$ cat config.mk
export PLATFORM = sky130hd
export DESIGN_NAME = code_point_filter_fold_utf8
export DESIGN_NICKNAME = d
export VERILOG_FILES = /design/src/hdl/cpf_pkg.sv /design/src/hdl/cpf_front.sv /design/src/hdl/cpf_fifo.sv /design/src/hdl/cpf_back.sv /design/src/hdl/code_point_filter_fold_utf8.sv
export SDC_FILE = /design/constraint.sdc
export NUM_CORES = 1
export LEC_CHECK = 0
export ABC_CLOCK_PERIOD_IN_PS = 4800
export BUFFER_PORTS_ARGS = -buffer_cell sky130_fd_sc_hd__buf_2
export CAP_MARGIN = 20
export CORE_ASPECT_RATIO = 1.2
export CORE_MARGIN = 2
export CORE_UTILIZATION = 40
export DETAILED_ROUTE_END_ITERATION = 7
export GPL_TIMING_DRIVEN = 0
export PLACE_DENSITY = 0.67
export REMOVE_ABC_BUFFERS = 1
export SLEW_MARGIN = 10
export SYNTH_ARGS = -nofsm -noshare
export SYNTH_HDL_FRONTEND = slang
export SYNTH_SLANG_ARGS = --single-unit
$ cat constraint.sdc
create_clock -name clk -period 4.8 [get_ports clk]
set_input_delay 0.96 -clock clk [delete_from_list [all_inputs] [get_ports clk]]
set_output_delay 0.96 -clock clk [all_outputs]
set_load 0.03 [all_outputs]
$ cat src/hdl/cpf_pkg.sv
// Package: shared types, constants and classification functions for the code point filter.
`default_nettype none
package cpf_pkg;

    localparam int CP_W         = 21;
    localparam int CNT_W        = 16;
    localparam int FLAGS_W      = 6;
    localparam logic [CNT_W-1:0] COUNT_CAP = 16'hFFFF;
    localparam int FIFO_DEPTH   = 2;
    localparam int FIFO_AW      = 1;

    localparam int F_CASE = 0;
    localparam int F_QUOT = 1;
    localparam int F_DASH = 2;
    localparam int F_RMCC = 3;
    localparam int F_RMWS = 4;
    localparam int F_RMDI = 5;

    localparam logic [7:0] APOSTROPHE = 8'h27;
    localparam logic [7:0] HYPHEN     = 8'h2D;

    localparam logic [0:0] REG_TYPE_FLAGS = 1'b0;

    typedef struct packed {
        logic [3:0][7:0] bytes;
        logic [2:0]      nbytes;
        logic            eot;
        logic            mb;
    } cpf_rec_t;

    function automatic logic is_dash(input logic [CP_W-1:0] c);
        unique case (c)
            21'h0058A, 21'h005BE, 21'h01400, 21'h01806, 21'h02010, 21'h02011,
            21'h02012, 21'h02013, 21'h02014, 21'h02015, 21'h02053, 21'h0207B,
            21'h0208B, 21'h02212, 21'h02E17, 21'h02E1A, 21'h02E3A, 21'h02E3B,
            21'h02E40, 21'h0301C, 21'h03030, 21'h030A0, 21'h0FE31, 21'h0FE32,
            21'h0FE58, 21'h0FE63, 21'h0FF0D: return 1'b1;
            default: return 1'b0;
        endcase
    endfunction

    function automatic logic is_quote(input logic [CP_W-1:0] c);
        unique case (c)
            21'h000AB, 21'h000BB, 21'h02018, 21'h02019, 21'h0201A, 21'h0201B,
            21'h0201C, 21'h0201D, 21'h0201E, 21'h0201F, 21'h02039, 21'h0203A,
            21'h02E42, 21'h0300C, 21'h0300D, 21'h0300E, 21'h0300F, 21'h0301D,
            21'h0301E, 21'h0301F, 21'h0FE41, 21'h0FE42, 21'h0FE43, 21'h0FE44,
            21'h0FF02, 21'h0FF07, 21'h0FF62, 21'h0FF63: return 1'b1;
            default: return 1'b0;
        endcase
    endfunction

    function automatic logic is_space(input logic [CP_W-1:0] c);
        logic hit;
        hit = (c >= 21'h02000 && c <= 21'h0200A);
        unique case (c)
            21'h000A0, 21'h01680, 21'h02028, 21'h02029, 21'h0202F, 21'h0205F,
            21'h03000: hit = 1'b1;
            default: ;
        endcase
        return hit;
    endfunction

    function automatic logic is_ignorable(input logic [CP_W-1:0] c);
        logic hit;
        hit = (c >= 21'h0180B && c <= 21'h0180E) ||
              (c >= 21'h0200B && c <= 21'h0200F) ||
              (c >= 21'h0202A && c <= 21'h0202E) ||
              (c >= 21'h02060 && c <= 21'h0206F) ||
              (c >= 21'h0FE00 && c <= 21'h0FE0F) ||
              (c >= 21'h0FFF0 && c <= 21'h0FFF8) ||
              (c >= 21'h1BCA0 && c <= 21'h1BCA3) ||
              (c >= 21'h1D173 && c <= 21'h1D17A);
        unique case (c)
            21'h000AD, 21'h0034F, 21'h0061C, 21'h0115F, 21'h01160, 21'h017B4,
            21'h017B5, 21'h03164, 21'h0FEFF, 21'h0FFA0: hit = 1'b1;
            default: ;
        endcase
        return hit;
    endfunction

endpackage
`default_nettype wire

$ cat src/hdl/cpf_front.sv
// Front end: filters and folds each code point and encodes it as a UTF-8 record.
`default_nettype none
module cpf_front (
    input  wire logic                        push,
    input  wire logic [cpf_pkg::CP_W-1:0]    code_point,
    input  wire logic                        end_of_token,
    input  wire logic [cpf_pkg::FLAGS_W-1:0] flags,
    input  wire logic                        q_full,
    output logic                             q_wr,
    output cpf_pkg::cpf_rec_t                q_rec
);
    import cpf_pkg::*;

    logic            keep;
    logic [CP_W-1:0] mapped;
    logic            accept;

    assign accept = push && !q_full;

    always_comb
    begin
        keep   = 1'b1;
        mapped = code_point;
        if (code_point <= 21'h7F)
        begin
            if (flags[F_RMCC] && (code_point <= 21'h08 ||
                (code_point >= 21'h0E && code_point <= 21'h1F) || code_point == 21'h7F))
                keep = 1'b0;
            if (flags[F_RMWS] && ((code_point >= 21'h09 && code_point <= 21'h0D) ||
                code_point == 21'h20))
                keep = 1'b0;
            if (flags[F_CASE] && code_point >= 21'h41 && code_point <= 21'h5A)
                mapped = code_point + 21'h20;
            if (flags[F_QUOT] && code_point == 21'h22)
                mapped = {13'd0, APOSTROPHE};
        end
        else if (code_point <= 21'h9F)
        begin
            if (code_point == 21'h85)
                keep = !flags[F_RMWS];
            else
                keep = !flags[F_RMCC];
        end
        else if (code_point <= 21'hDFFFF)
        begin
            if (is_dash(code_point))
            begin
                if (flags[F_DASH])
                    mapped = {13'd0, HYPHEN};
            end
            else if (is_quote(code_point))
            begin
                if (flags[F_QUOT])
                    mapped = {13'd0, APOSTROPHE};
            end
            else if (is_space(code_point))
                keep = !flags[F_RMWS];
            else if (is_ignorable(code_point))
                keep = !flags[F_RMDI];
        end
        else if (code_point <= 21'hE0FFF)
            keep = !flags[F_RMDI];
    end

    always_comb
    begin
        q_rec.bytes  = '0;
        q_rec.eot    = end_of_token;
        q_rec.mb     = keep && (mapped >= 21'h80);
        if (!keep)
            q_rec.nbytes = 3'd0;
        else if (mapped < 21'h80)
        begin
            q_rec.nbytes   = 3'd1;
            q_rec.bytes[0] = mapped[7:0];
        end
        else if (mapped < 21'h800)
        begin
            q_rec.nbytes   = 3'd2;
            q_rec.bytes[0] = {3'b110, mapped[10:6]};
            q_rec.bytes[1] = {2'b10, mapped[5:0]};
        end
        else if (mapped < 21'h10000)
        begin
            q_rec.nbytes   = 3'd3;
            q_rec.bytes[0] = {4'b1110, mapped[15:12]};
            q_rec.bytes[1] = {2'b10, mapped[11:6]};
            q_rec.bytes[2] = {2'b10, mapped[5:0]};
        end
        else
        begin
            q_rec.nbytes   = 3'd4;
            q_rec.bytes[0] = {5'b11110, mapped[20:18]};
            q_rec.bytes[1] = {2'b10, mapped[17:12]};
            q_rec.bytes[2] = {2'b10, mapped[11:6]};
            q_rec.bytes[3] = {2'b10, mapped[5:0]};
        end
    end

    // an item that is dropped and closes no token leaves nothing behind
    assign q_wr = accept && (keep || end_of_token);

endmodule
`default_nettype wire

$ cat src/hdl/cpf_fifo.sv
// Short record queue between front end and back end.
`default_nettype none
module cpf_fifo (
    input  wire logic               clk,
    input  wire logic               rst_n,
    input  wire logic               wr,
    input  wire cpf_pkg::cpf_rec_t  wr_rec,
    input  wire logic               rd,
    output cpf_pkg::cpf_rec_t       rd_rec,
    output logic                    full,
    output logic                    empty
);
    import cpf_pkg::*;

    cpf_rec_t             mem [FIFO_DEPTH];
    logic [FIFO_AW-1:0]   wr_ptr_reg, wr_ptr_next;
    logic [FIFO_AW-1:0]   rd_ptr_reg, rd_ptr_next;
    logic [FIFO_AW:0]     cnt_reg, cnt_next;
    logic                 do_wr, do_rd;

    assign full   = (cnt_reg == (FIFO_AW+1)'(FIFO_DEPTH));
    assign empty  = (cnt_reg == '0);
    assign do_wr  = wr && !full;
    assign do_rd  = rd && !empty;
    assign rd_rec = mem[rd_ptr_reg];

    always_comb
    begin
        wr_ptr_next = do_wr ? wr_ptr_reg + 1'b1 : wr_ptr_reg;
        rd_ptr_next = do_rd ? rd_ptr_reg + 1'b1 : rd_ptr_reg;
        cnt_next    = cnt_reg + (FIFO_AW+1)'(do_wr) - (FIFO_AW+1)'(do_rd);
    end

    always_ff @(posedge clk or negedge rst_n)
    begin
        if (!rst_n)
        begin
            wr_ptr_reg <= '0;
            rd_ptr_reg <= '0;
            cnt_reg    <= '0;
        end
        else
        begin
            wr_ptr_reg <= wr_ptr_next;
            rd_ptr_reg <= rd_ptr_next;
            cnt_reg    <= cnt_next;
        end
    end

    always_ff @(posedge clk)
    begin
        if (do_wr)
            mem[wr_ptr_reg] <= wr_rec;
    end

endmodule
`default_nettype wire

$ cat src/hdl/cpf_back.sv
// Back end: a byte per cycle while fed and popped; tracks tokens, emits summaries.
`default_nettype none
module cpf_back (
    input  wire logic                       clk,
    input  wire logic                       rst_n,
    input  wire cpf_pkg::cpf_rec_t          q_rec,
    input  wire logic                       q_empty,
    output logic                            q_rd,
    input  wire logic                       pop,
    output logic                            empty,
    output logic [7:0]                      out_byte,
    output logic                            is_summary,
    output logic [cpf_pkg::CNT_W-1:0]       token_bytes,
    output logic                            token_has_multibyte,
    output logic                            last
);
    import cpf_pkg::*;

    logic [2:0]       idx_reg, idx_next;
    logic [CNT_W-1:0] count_reg, count_next;
    logic             mbseen_reg, mbseen_next;
    logic             valid_reg, valid_next;
    logic [7:0]       byte_reg, byte_next;
    logic             summ_reg, summ_next;
    logic [CNT_W-1:0] tbytes_reg, tbytes_next;
    logic             tmb_reg, tmb_next;
    logic             last_reg, last_next;

    logic [2:0] total;
    logic       can_load, gen_fire, gen_summary, gen_last;

    assign total       = q_rec.nbytes + 3'(q_rec.eot);
    assign can_load    = !valid_reg || pop;
    assign gen_fire    = !q_empty && can_load;
    assign gen_summary = (idx_reg == q_rec.nbytes);
    assign gen_last    = (idx_reg == total - 3'd1);
    assign q_rd        = gen_fire && gen_last;

    always_comb
    begin
        idx_next    = idx_reg;
        count_next  = count_reg;
        mbseen_next = mbseen_reg;
        valid_next  = valid_reg;
        byte_next   = byte_reg;
        summ_next   = summ_reg;
        tbytes_next = tbytes_reg;
        tmb_next    = tmb_reg;
        last_next   = last_reg;
        if (gen_fire)
        begin
            valid_next = 1'b1;
            last_next  = gen_last;
            idx_next   = gen_last ? 3'd0 : idx_reg + 3'd1;
            if (gen_summary)
            begin
                byte_next   = 8'd0;
                summ_next   = 1'b1;
                tbytes_next = count_reg;
                tmb_next    = mbseen_reg;
                count_next  = '0;
                mbseen_next = 1'b0;
            end
            else
            begin
                byte_next   = q_rec.bytes[idx_reg[1:0]];
                summ_next   = 1'b0;
                tbytes_next = '0;
                tmb_next    = 1'b0;
                if (count_reg < COUNT_CAP)
                    count_next = count_reg + 1'b1;
                if (q_rec.mb)
                    mbseen_next = 1'b1;
            end
        end
        else if (pop)
            valid_next = 1'b0;
    end

    always_ff @(posedge clk or negedge rst_n)
    begin
        if (!rst_n)
        begin
            idx_reg    <= '0;
            count_reg  <= '0;
            mbseen_reg <= 1'b0;
            valid_reg  <= 1'b0;
        end
        else
        begin
            idx_reg    <= idx_next;
            count_reg  <= count_next;
            mbseen_reg <= mbseen_next;
            valid_reg  <= valid_next;
        end
    end

    always_ff @(posedge clk)
    begin
        byte_reg   <= byte_next;
        summ_reg   <= summ_next;
        tbytes_reg <= tbytes_next;
        tmb_reg    <= tmb_next;
        last_reg   <= last_next;
    end

    assign empty               = !valid_reg;
    assign out_byte            = byte_reg;
    assign is_summary          = summ_reg;
    assign token_bytes         = tbytes_reg;
    assign token_has_multibyte = tmb_reg;
    assign last                = last_reg;

    a_summary_last: assert property (@(posedge clk) disable iff (!rst_n)
        (valid_reg && summ_reg) |-> (last_reg && byte_reg == 8'd0))
        else $error("summary item not marked last");

    a_byte_fields: assert property (@(posedge clk) disable iff (!rst_n)
        (valid_reg && !summ_reg) |-> (tbytes_reg == '0 && !tmb_reg))
        else $error("byte item carries summary fields");

    a_token_clear: assert property (@(posedge clk) disable iff (!rst_n)
        (gen_fire && gen_summary) |=> (count_reg == '0 && !mbseen_reg))
        else $error("token state not cleared after summary");

    a_idx_range: assert property (@(posedge clk) disable iff (!rst_n)
        !q_empty |-> (idx_reg < total))
        else $error("record index out of range");

endmodule
`default_nettype wire

$ cat src/hdl/code_point_filter_fold_utf8.sv
// Top level: configuration register, front end, record queue and back end.
//
//  channel  | handshake          | payload
//  ---------+--------------------+------------------------------------------------
//  input    | push / full        | code_point[20:0], end_of_token
//  result   | pop / empty        | out_byte, is_summary, token_bytes, token_has_multibyte, last
//  config   | psel/penable/pwrite| paddr[2:0], pwdata[31:0], prdata[31:0], pready
//
//  One result per cycle leaves the back end while pop keeps up and the queue holds a
//  record; an item yields up to four bytes plus a summary. Classification and encoding
//  are combinational; a two-entry queue decouples input from output. Reset clears
//  flags, token state and queue; a stalled pop holds the result register while the
//  front keeps filling the queue.
`default_nettype none
module code_point_filter_fold_utf8 (
    input  wire logic                        clk,
    input  wire logic                        rst_n,
    input  wire logic                        push,
    output logic                             full,
    input  wire logic [cpf_pkg::CP_W-1:0]    code_point,
    input  wire logic                        end_of_token,
    input  wire logic                        pop,
    output logic                             empty,
    output logic [7:0]                       out_byte,
    output logic                             is_summary,
    output logic [cpf_pkg::CNT_W-1:0]        token_bytes,
    output logic                             token_has_multibyte,
    output logic                             last,
    input  wire logic                        psel,
    input  wire logic                        penable,
    input  wire logic                        pwrite,
    input  wire logic [2:0]                  paddr,
    input  wire logic [31:0]                 pwdata,
    output logic [31:0]                      prdata,
    output logic                             pready
);
    import cpf_pkg::*;

    logic [FLAGS_W-1:0] flags_reg, flags_next;
    logic               cfg_wr;
    logic               q_wr, q_rd, q_full, q_empty;
    cpf_rec_t           wr_rec, rd_rec;

    assign pready = 1'b1;
    assign cfg_wr = psel && penable && pwrite && pready;

    always_comb
    begin
        flags_next = flags_reg;
        if (cfg_wr && paddr[2] == REG_TYPE_FLAGS)
            flags_next = pwdata[FLAGS_W-1:0];
    end

    always_ff @(posedge clk or negedge rst_n)
    begin
        if (!rst_n)
            flags_reg <= '0;
        else
            flags_reg <= flags_next;
    end

    assign prdata = (paddr[2] == REG_TYPE_FLAGS) ? {(32-FLAGS_W)'(0), flags_reg} : 32'd0;
    assign full   = q_full;

    cpf_front u_front (
        .push         (push),
        .code_point   (code_point),
        .end_of_token (end_of_token),
        .flags        (flags_reg),
        .q_full       (q_full),
        .q_wr         (q_wr),
        .q_rec        (wr_rec)
    );

    cpf_fifo u_fifo (
        .clk    (clk),
        .rst_n  (rst_n),
        .wr     (q_wr),
        .wr_rec (wr_rec),
        .rd     (q_rd),
        .rd_rec (rd_rec),
        .full   (q_full),
        .empty  (q_empty)
    );

    cpf_back u_back (
        .clk                 (clk),
        .rst_n               (rst_n),
        .q_rec               (rd_rec),
        .q_empty             (q_empty),
        .q_rd                (q_rd),
        .pop                 (pop),
        .empty               (empty),
        .out_byte            (out_byte),
        .is_summary          (is_summary),
        .token_bytes         (token_bytes),
        .token_has_multibyte (token_has_multibyte),
        .last                (last)
    );

endmodule
`default_nettype wire
# --- Yosys cells after proc, flatten, opt, wreduce, memory -nomap -nowiden ---
# Memory sizes are Yosys's and may differ from the RTL's.
# Cells that the tools add are included.
word_totals:
  regBits: 58
  mem_bits_rw: 74
  input_bits: 64
  output_inout_bits: 62
  elab_cells: 255
  mem_count: 1
op_classes:
  n_addsub: 9
  order_cmp: 35
  eq_ne: 79
  n_mux: 63
  n_bitwise: 1
  reduce_logical: 54
mem_list:
  columns: ["memory", "words", "width", "read_ports", "rd_ports_with_merged_regs", "write_ports", "line_no", "text"]
  rows:
  - ["u_fifo.mem", 2, 37, 1, 0, 1, "cpf_fifo.sv:15", "cpf_rec_t mem [FIFO_DEPTH];"]
op_table:
  columns: ["operator", "n"]
  rows:
  - ["equality test 21 x 14 -> 1 bit, second input constant", 42]
  - ["equality test 21 x 16 -> 1 bit, second input constant", 15]
  - ["two-way mux 21 bit", 9]
  - ["equality test 21 x 13 -> 1 bit, second input constant", 7]
  - ["equality test 21 x 8 -> 1 bit, second input constant", 5]
  - ["greater-or-equal comparator 21 x 14 -> 1 bit, second input constant", 4]
  - ["<= comparator 21 x 14 -> 1 bit, second input constant", 4]
  - ["equality test 21 x 11 -> 1 bit, second input constant", 3]
  - ["two-way mux 16 bit", 3]
  - ["equality test 21 x 6 -> 1 bit, second input constant", 2]
  - ["greater-or-equal comparator 21 x 16 -> 1 bit, second input constant", 2]
  - ["greater-or-equal comparator 21 x 17 -> 1 bit, second input constant", 2]
  - ["greater-or-equal comparator 21 x 4 -> 1 bit, second input constant", 2]
  - ["<= comparator 21 x 16 -> 1 bit, second input constant", 2]
  - ["<= comparator 21 x 17 -> 1 bit, second input constant", 2]
  - ["<= comparator 21 x 20 -> 1 bit, second input constant", 2]
  - ["<= comparator 21 x 4 -> 1 bit, second input constant", 2]
  - ["<= comparator 21 x 7 -> 1 bit, second input constant", 2]
  - ["two-way mux 1 bit", 40]
  - ["two-way mux 32 bit", 1]
  - ["OR reduction 28 bit", 1]
  - ["OR reduction 27 bit", 1]
  - ["logical AND 1 bit", 26]
  - ["two-way mux 25 bit", 1]
  - ["38 further kinds", 61]

# --- Logic depth before layout (Yosys ltp) ---
# Gate-level depths: netlist of the first run.
depth:
  word_depth: 33
  depth_mapped: 15
  mapped_depth_nobuf: 13

# --- Hierarchy ---
# A second synthesis of the first run with hierarchy kept.
hier_totals:
  hier_cells: 838
  area_unflattened_um2: 8679.6
by_module_without_submodules:
  columns: ["mod", "instances", "cells_per_inst", "area_per_inst_um2", "seq_area_each_um2"]
  rows:
  - ["cpf_fifo", 1, 133, 2950.3, 2322.2]
  - ["cpf_front", 1, 453, 2793.9, 0.0]
  - ["cpf_back", 1, 204, 2431.1, 1336.3]
  - ["code_point_filter_fold_utf8", 1, 48, 504.2, 150.1]

# --- Worst setup path after synthesis of the first run ---
# No wires, ideal clock.
synth_path:
  path_kind: "input -> register"
  start: "input code_point[19] (netlist name)"
  end: "memory u_fifo.mem[0][0] (netlist name) (enable)"
  arrival_time_ps: 4527
  slack_ps: -154
  stages: 10
  n_path_buf: 1
  cell_sequence: "or4_1 -> buf_4 -> o31ai_2 -> a311oi_1 -> a311o_2 -> a211oi_2 -> and4bb_1 -> o21ai_4 -> a21oi_2 -> nor2b_1"
synth_via:
  elab_chain_len: 28
  word_cells_on_any_way: 167
  classes_between: "order compare: 27; eq/ne: 75; mux: 35; reduce/logical: 30"
synth_rtl:
  columns: ["element", "line_no", "text"]
  rows:
  - ["from (decl)", "code_point_filter_fold_utf8.sv:20", "input wire logic [cpf_pkg::CP_W-1:0] code_point,"]
  - ["greater-or-equal comparator 21 x 13 -> 1 bit (tied with other cells)", "cpf_pkg.sv:66", "hit = (c >= 21'h0180B && c <= 21'h0180E) ||"]
  - ["logical AND 1 bit, on equally long branches", "cpf_pkg.sv:66, cpf_pkg.sv:67", null]
  - ["logical OR 1 bit", "cpf_pkg.sv:66", null]
  - ["logical OR 1 bit", "cpf_pkg.sv:67", "(c >= 21'h0200B && c <= 21'h0200F) ||"]
  - ["logical OR 1 bit", "cpf_pkg.sv:68", "(c >= 21'h0202A && c <= 21'h0202E) ||"]
  - ["logical OR 1 bit", "cpf_pkg.sv:69", "(c >= 21'h02060 && c <= 21'h0206F) ||"]
  - ["logical OR 1 bit", "cpf_pkg.sv:70", "(c >= 21'h0FE00 && c <= 21'h0FE0F) ||"]
  - ["logical OR 1 bit", "cpf_pkg.sv:71", "(c >= 21'h0FFF0 && c <= 21'h0FFF8) ||"]
  - ["(+12 left out)", null, null]
  - ["two-way mux 1 bit", "cpf_front.sv:44", "else if (code_point <= 21'hDFFFF)"]
  - ["two-way mux 1 bit", "cpf_front.sv:37", "else if (code_point <= 21'h9F)"]
  - ["two-way mux 1 bit (*)", "cpf_front.sv:24", "if (code_point <= 21'h7F)"]
  - ["logical OR 1 bit (*)", "cpf_front.sv:101", "assign q_wr = accept && (keep || end_of_token);"]
  - ["logical AND 1 bit (*)", "cpf_front.sv:101", null]
  - ["logical AND 1 bit (*)", "cpf_fifo.sv:23", "assign do_wr = wr && !full;"]
  - ["two-way mux 1 bit (*)", "cpf_fifo.sv:52", "if (do_wr)"]
  - ["two-way mux 1 bit (implied by the code) (*)", "cpf_fifo.sv:53", "mem[wr_ptr_reg] <= wr_rec;"]
  - ["to (decl)", "cpf_fifo.sv:15", null]
# Every way passes the cells marked *; elsewhere a longest branch is shown, timed or not. The select of a mux whose other input is x is not followed.

==> key figures, run 1 <==
Critical path
  • CP max stage delay: 0.78 ns
  • CP Class: input port to flip-flop
  • R2r setup slk: 1.01 ns
  • Buf/Inv on CP: 1
  • Crit-path cells: buf_2 -> or4_1 -> nor2_2 -> o21ai_0 -> a31o_2 -> nand3_2 -> and3_1 -> or2_1 -> a21oi_2
  • Worst Setup EP: u_fifo.mem[1][17]
  • Required @ worst endpoint: 4.92 ns
  • R2R cell count: 9
  • Crit Path Max Fanout: 16
  • Setup crit end kind: flip-flop
  • CP arrival: 4.61 ns
  • Worst path slowest cell: or4_1
  • Worst Setup SP: code_point[19]
  • Critical path depth: 9
  • Crit start category: input port
  • Top delay family on crit path: simple AND/OR/NAND/NOR gates
  • Critical R2R Launch: u_fifo.rd_ptr_reg
  • Worst r2r dst: u_back.count_reg[15]

Clock tree
  • Root Buffer: clkbuf_16
  • Htree depth: 4
  • Worst-case clock buffer depth: 2
  • TritonCTS clock tree: built
  • Post-CTS sizing: 0
  • Hold-fix buffers, CTS: 0
  • Clock tree sinks: 124
  • Worst-Skew Late Latency: 0.41 ns
  • CTS buffer count: 17
  • Post-CTS Setup Inserts: 0
  • Clock Pin Slew Worst Setup and Hold Paths: 0.06 ns

Synth
  • Post-Syn Instances: 783
  • Average cell area after synthesis: 10.2 um2
  • Synth Flop Type: edfxtp_1
  • Register area share after synthesis: 0.445
  • Post-synth EDFFs: 93
  • Post-Syn Area: 8010 um2
  • Synth cell types: 90
  • Seq cells post-synth: 124
  • Post-synth ARST share: 0.250
  • Yosys warning count: 0

Place
  • DP HPWL: 15.2 mm
  • Placement Setup Slack: -0.0786 ns
  • Gpl congestion: 0.935
  • Placed Area: 8420 um2
  • IO buf count: 70

Routing
  • DRT Wirelength: 21.8 mm
  • Vias post-DR: 6478
  • Drt pass-1 iters: 5
  • Wire length per cell: 20.0 um
  • Detailed Route Iter0 Violations: 662
  • Detail Route Antenna Nets: 0
  • Post-route DRC: 0
  • DR vias/cell: 5.94

Power
  • P per Cell Area: 488 nW/um2
  • Worst ir drop on vdd: 368 uV
  • Lkg Pwr: 3.34 nW
  • Total power: 4.40 mW

STA
  • Period utilization: 0.936
  • Slew @ Worst Pin: 0.889 ns
  • Fin. max-slew vios: 0
  • Setup TNS: 0 ns
  • Worst Skew: 0.00826 ns
  • Hold Violations, Final: 0
  • Setup Viol. Count Final: 0
  • Max_slew headroom: 0.403
  • Fmax: 223 MHz
  • RSZ-0062 raised after global routing: no
  • Final min period: 4.49 ns
  • Final WS setup: 0.308 ns
  • Hold Slack: 0.514 ns

Global routing
  • Largest net degree at the start of global routing: 41
  • Global-route wire length before repair: 34.5 mm
  • Vias in the first global route: 6232
  • Overall global routing resource usage: 0.207
  • Antenna violations before repair: 0
  • Total gr overflow: 0

Status
  • Status: complete, no violations

Min path
  • HP Class: flip-flop to flip-flop
  • Hold Crit Depth: 1

Layout
  • Footprint of the multi-input gates: 4010 um2
  • Nets: 891
  • Max reg flops: 66
  • Most common cell after layout, fill and taps aside: edfxtp_1
  • Sequential Area: 3570 um2
  • Antenna diodes: 0
  • FILL cells: 1831
  • Post-route cell area: 9030 um2
  • Area Overhead vs Synth: 12.6%
  • Share of layout cells above drive strength 1: 0.214
  • Highest-count cells in the layout ignoring fill and taps: 93 x edfxtp_1, 74 x nor2_1, 70 x buf_2

Floorplan
  • Initial Util: 0.408
  • Num rows: 56
  • Boundary Pins: 126
  • Die H: 159 um
  • Die area: 21200 um2
  • Die width: 133 um
  • Core area: 19600 um2

Job
  • Max-Cap Viols: 0
cell usage after synthesis (7+ instances only):
master | count | share of area
ha_1 | 10 | 0.016
inv_1 | 13 | 0.0061
xor2_1 | 14 | 0.015
a211oi_1 | 7 | 0.0066
mux2i_1 | 13 | 0.016
o21ai_0 | 21 | 0.013
nor2b_1 | 14 | 0.011
nor4_1 | 9 | 0.0070
xnor2_1 | 12 | 0.013
a21oi_1 | 30 | 0.019
nand2_1 | 58 | 0.027
or2_2 | 7 | 0.0055
buf_4 | 31 | 0.029
clkbuf_1 | 23 | 0.011
nand4_1 | 17 | 0.013
and3_1 | 10 | 0.0078
nor3_1 | 22 | 0.014
nand3_1 | 33 | 0.021
nor4b_1 | 7 | 0.0077
buf_2 | 22 | 0.014
edfxtp_1 | 93 | 0.35
dfrtp_1 | 31 | 0.097
mux2_2 | 9 | 0.013
nor2_1 | 74 | 0.035
nand2b_1 | 8 | 0.0062
a31oi_1 | 10 | 0.0078
mux4_2 | 14 | 0.039
and2_1 | 25 | 0.020
metrics by stage:
step | instances | utilization
final | 1091 | 0.460
after global placement | 1054 | 0.423
after CTS | 1091 | 0.460
after global routing | 1091 | 0.460
after floorplan | 723 | -
after detailed placement | 1059 | 0.429
layout make-up:
type                       instances  share of cell area
multi-input combinational        582               0.445
timing repair buffer              75              0.0496
inverter                          17             0.00707
sequential                       124               0.395
tap                              261              0.0362
clock inverter                    14              0.0186
clock buffer                      18              0.0487
worst min-delay path by stage:
stage	from	endpoint	slack, ns
after floorplan	u_back.mbseen_reg	u_back.mbseen_reg	0.45
after global placement	u_back.mbseen_reg	u_back.mbseen_reg	0.47
after detailed placement	u_fifo.cnt_reg[1]	u_fifo.cnt_reg[1]	0.49
after CTS	u_fifo.cnt_reg[1]	u_fifo.cnt_reg[1]	0.50
after global routing	u_back.mbseen_reg	u_back.mbseen_reg	0.54
final	u_fifo.cnt_reg[1]	u_fifo.cnt_reg[1]	0.51
where the power goes:
| part | switching [mW] | total, mW | internal [mW] |
|---|---|---|---|
| combinational | 0.877 | 1.41 | 0.537 |
| clock | 0.456 | 1.29 | 0.831 |
| sequential | 0.186 | 1.70 | 1.52 |
layer usage:
metal | vias up | GRT usage | routed length (um)
met5 | - | 0 | 0
li1 | 2969 | - | -
met4 | 0 | 0.101 | 924
met3 | 64 | 0.0271 | 1230
met2 | 295 | 0.351 | 11000
met1 | 3150 | 0.262 | 8660
cells by family (layout without fill, tap and decap cells):
logic type | after synthesis | after routing | synth area share
simple gates | 339 | 339 | 0.240
mux | 36 | 36 | 0.0682
compound gates | 144 | 144 | 0.133
buf+inv | 102 | 124 | 0.0685
other cells | 2 | 27 | 0.000937
fa+ha+maj | 10 | 10 | 0.0156
flops | 124 | 124 | 0.445
xor+xnor | 26 | 26 | 0.0284
Note: power is estimated with default switching activity, not from simulation.
==> run 2, diff against run 1 <==
Settings changed: ABC_AREA set to 1, CAP_MARGIN 20 to 10, CORE_MARGIN 2 to not set, PLACE_DENSITY 0.67 to 0.66.
==> run 2 against run 1 <==
Synthesized cell count grew 77%. Clock skew is 0.0071 ns higher. Sequential share of layout area shrank 5.7 points. Routed wire length up 48%. First-iteration DRC count increased by 12%. Worst hold slack worse by 0.024 ns. Final cell count grew 61%. Largest power group unchanged.
==> key figures, run 2 <==
Synth
  • Register area share after synthesis: 0.378 (-0.0677)
  • Synth cell types: 51 (-43%)
  • Most frequent cell after synthesis: nand2_1
  • Post-synth EDFFs: 93 (unchanged)
  • Synth Flop Type: edfxtp_1
  • Seq cells post-synth: 124 (unchanged)
  • Post-synth ARST share: 0.250 (unchanged)
  • Synth area leaders: edfxtp_1 30%, nand2_1 14%, nor2_1 11%, dfrtp_1 8.2%, nand3_1 6.9%
  • Leading area contributor after synthesis: edfxtp_1
  • Post-Syn Instances: 1384 (+77%)
  • Average cell area after synthesis: 6.83 um2 (-33%)
  • Yosys warning count: 0 (unchanged)
  • Post-Syn Area: 9450 um2 (+18%)
  • Post-synth top cells: 345 x nand2_1, 269 x nor2_1, 131 x nand3_1, 126 x inv_1, 93 x edfxtp_1
  • Share of the synthesized area in the top cell type: 0.295 (-0.0530)

STA
  • Setup Viol. Count Final: 0 (unchanged)
  • Worst Skew: 0.0153 ns (+0.00706 ns)
  • RSZ-0062 raised after global routing: no
  • Hold Violations, Final: 0 (unchanged)
  • Fmax: 226 MHz (+1.4%)
  • Hold Slack: 0.490 ns (-0.0243 ns)
  • Final min period: 4.43 ns (-0.0605 ns)
  • Fin. max-slew vios: 0 (unchanged)
  • Period utilization: 0.923 (-0.0126)
  • Slew @ Worst Pin: 0.908 ns (+0.0197 ns)
  • Setup TNS: 0 ns (unchanged)
  • Max_slew headroom: 0.394 (-0.00938)

Global routing
  • Total gr overflow: 0 (unchanged)
  • Global-route wire length before repair: 49.2 mm (+43%)
  • Overall global routing resource usage: 0.268 (+0.0605)
  • Antenna violations before repair: 0 (unchanged)
  • Vias in the first global route: 9184 (+47%)
  • Largest net degree at the start of global routing: 41 (unchanged)

Critical path
  • CP Class: input port to flip-flop
  • Crit start category: input port
  • Worst path slowest cell: nor2_1
  • Worst r2r dst: u_back.count_reg[15]
  • Crit path top cell by count: nor2_1
  • Crit-path cells: buf_2 -> inv_2 -> nor2_1 -> nand2_1 -> nor2_1 -> nor2_1 -> nor2_1 -> nor2_1 -> nand2_1 -> nor2_1 -> nand2_1 -> nand2_1 -> inv_2 -> nor2_1 -> a21oi_4 -> nand3_2 -> inv_2 -> o21ai_1 -> nand2_1 -> inv_1
  • Worst Setup SP: code_point[4]
  • CP max stage delay: 0.60 ns (-0.18 ns)
  • Setup crit end kind: flip-flop
  • CP arrival: 4.59 ns (-0.02 ns)
  • Required @ worst endpoint: 4.96 ns (+0.04 ns)
  • Worst Setup EP: u_fifo.mem[1][10]
  • R2R cell count: 13 (+4)
  • Crit Path Max Fanout: 12 (-4)
  • R2r setup slk: 0.89 ns (-0.12 ns)
  • Critical R2R Launch: u_fifo.rd_ptr_reg

Layout
  • Most common cell after layout, fill and taps aside: nand2_1
  • Antenna diodes: 0 (unchanged)
  • Nets: 1506 (+69%)
  • Max reg flops: 66 (unchanged)
  • Share of layout cells above drive strength 1: 0.120 (-0.0940)
  • Fin cells: 1760 (+61%)
  • Area Overhead vs Synth: 11.8%
  • Highest-count cells in the layout ignoring fill and taps: 345 x nand2_1, 268 x nor2_1, 131 x nand3_1
  • Post-layout util: 0.455 (-0.00478)

Clock tree
  • Htree depth: 4 (unchanged)
  • Worst-Skew Late Latency: 0.42 ns (about the same)
  • Worst-case clock buffer depth: 2 (unchanged)
  • Clock Pin Slew Worst Setup and Hold Paths: 0.06 ns (about the same)
  • Root Buffer: clkbuf_16
  • Clock tree sinks: 124 (unchanged)
  • Post-CTS sizing: 0 (unchanged)
  • Post-CTS Setup Inserts: 0 (unchanged)
  • CTS buffer count: 17 (unchanged)
  • Hold-fix buffers, CTS: 0 (unchanged)
  • TritonCTS clock tree: built

Place
  • IO buf count: 70 (unchanged)
  • Placed instance count: 1724 (+63%)
  • DP HPWL: 24.6 mm (+61%)
  • Gpl congestion: 1.01 (+8.0%)

Routing
  • Post-route DRC: 0 (unchanged)
  • WL met1: 12.7 mm (+47%)
  • Met2 routed WL: 16.0 mm (+46%)
  • DRT Wirelength: 32.1 mm (+48%)
  • DR vias/cell: 5.41 (-8.9%)
  • Wire length per cell: 18.3 um (-8.5%)
  • Top sig layer: met4
  • DR WL met3: 1.74 mm (+41%)
  • Detail Route Antenna Nets: 0 (unchanged)
  • Drt pass-1 iters: 6 (+1)
  • Detailed Route Iter0 Violations: 741 (+12%)
  • Vias post-DR: 9518 (+47%)

Power
  • P per Cell Area: 446 nW/um2 (-8.6%)
  • Total power: 4.71 mW (+7.0%)
  • Lkg Pwr: 4.67 nW (+40%)
  • Worst ir drop on vdd: 302 uV (-18%)

Job
  • Max-Cap Viols: 0 (unchanged)

Floorplan
  • Core area: 23200 um2 (+18%)
  • Die H: 170 um (+7.1%)
  • Initial Util: 0.407 (-0.00113)
  • Die area: 24300 um2 (+14%)
  • Boundary Pins: 126 (unchanged)
  • Num rows: 61 (+8.9%)
  • Die width: 142 um (+6.8%)

Min path
  • HP Class: flip-flop to flip-flop
  • Hold path startpoint: u_fifo.wr_ptr_reg

Status
  • Status: complete, no violations
## run 2: cell count changes after synthesis, sizes merged, moves of 16 or more
cell	before	now
and2	26	1
inv	17	142
nand2	58	355
nand3	34	135
nor2	76	292
nor2b	16	0
o21ai	23	75
## run 2: logic make-up after synthesis
family / count (synthesis) / synth area share
muxes: 3 / 0.00318
buffers and inverters: 218 / 0.106
AOI/OAI and AO/OA: 162 / 0.0992
xor gates and xnor gates: 11 / 0.0102
DFF: 124 / 0.378
adders and majority gates: 10 / 0.0132
and+or+nand+nor: 854 / 0.390
other: 2 / 0.000795
## run 2: how the worst min path moves through the flow
| stage | endpoint | depth (start not counted) |
|---|---|---|
| floorplan | u_fifo.wr_ptr_reg | 2 |
| global placement | u_fifo.wr_ptr_reg | 2 |
| detailed placement | u_fifo.wr_ptr_reg | 2 |
| CTS | u_fifo.wr_ptr_reg | 2 |
| global route | u_fifo.wr_ptr_reg | 2 |
| finish | u_fifo.wr_ptr_reg | 2 |
## run 2: layer usage
layer	GRT usage	vias up
met4	0.160	0
li1	-	4606
met2	0.471	400
met3	0.0298	95
met5	0	-
met1	0.312	4417
## run 2: final cells by class
type / instances / area (um2)
fillers: 2422 / 12600
clock inverters: 15 / 184
flip-flops and latches: 124 / 3570
clock buffers: 17 / 425
inverters: 145 / 544
repair buffers: 76 / 445
multi-input cells: 1068 / 5000
well taps: 315 / 394
## run 2: stage by stage
step                setup slack [ns]  area (um2)
floorplan                     -0.415        9090
global placement               -2.52        9830
detailed placement            -0.269        9910
CTS                            0.158       10500
global route                  0.0429       10600
finish                         0.368       10600
## run 2: critical path: cells and delay by family
family / cells / cell delay [ns]
AOI/OAI and AO/OA: 2 / 0.37
and+or+nand+nor: 13 / 2.34
buffers and inverters: 5 / 0.91
## run 2: where the power goes
part           total, mW  switching (mW)  internal [mW]  leakage [nW]
Sequential          1.74           0.184           1.56          1.26
Clock               1.31           0.486          0.823         0.293
Combinational       1.66            1.19          0.464          3.11
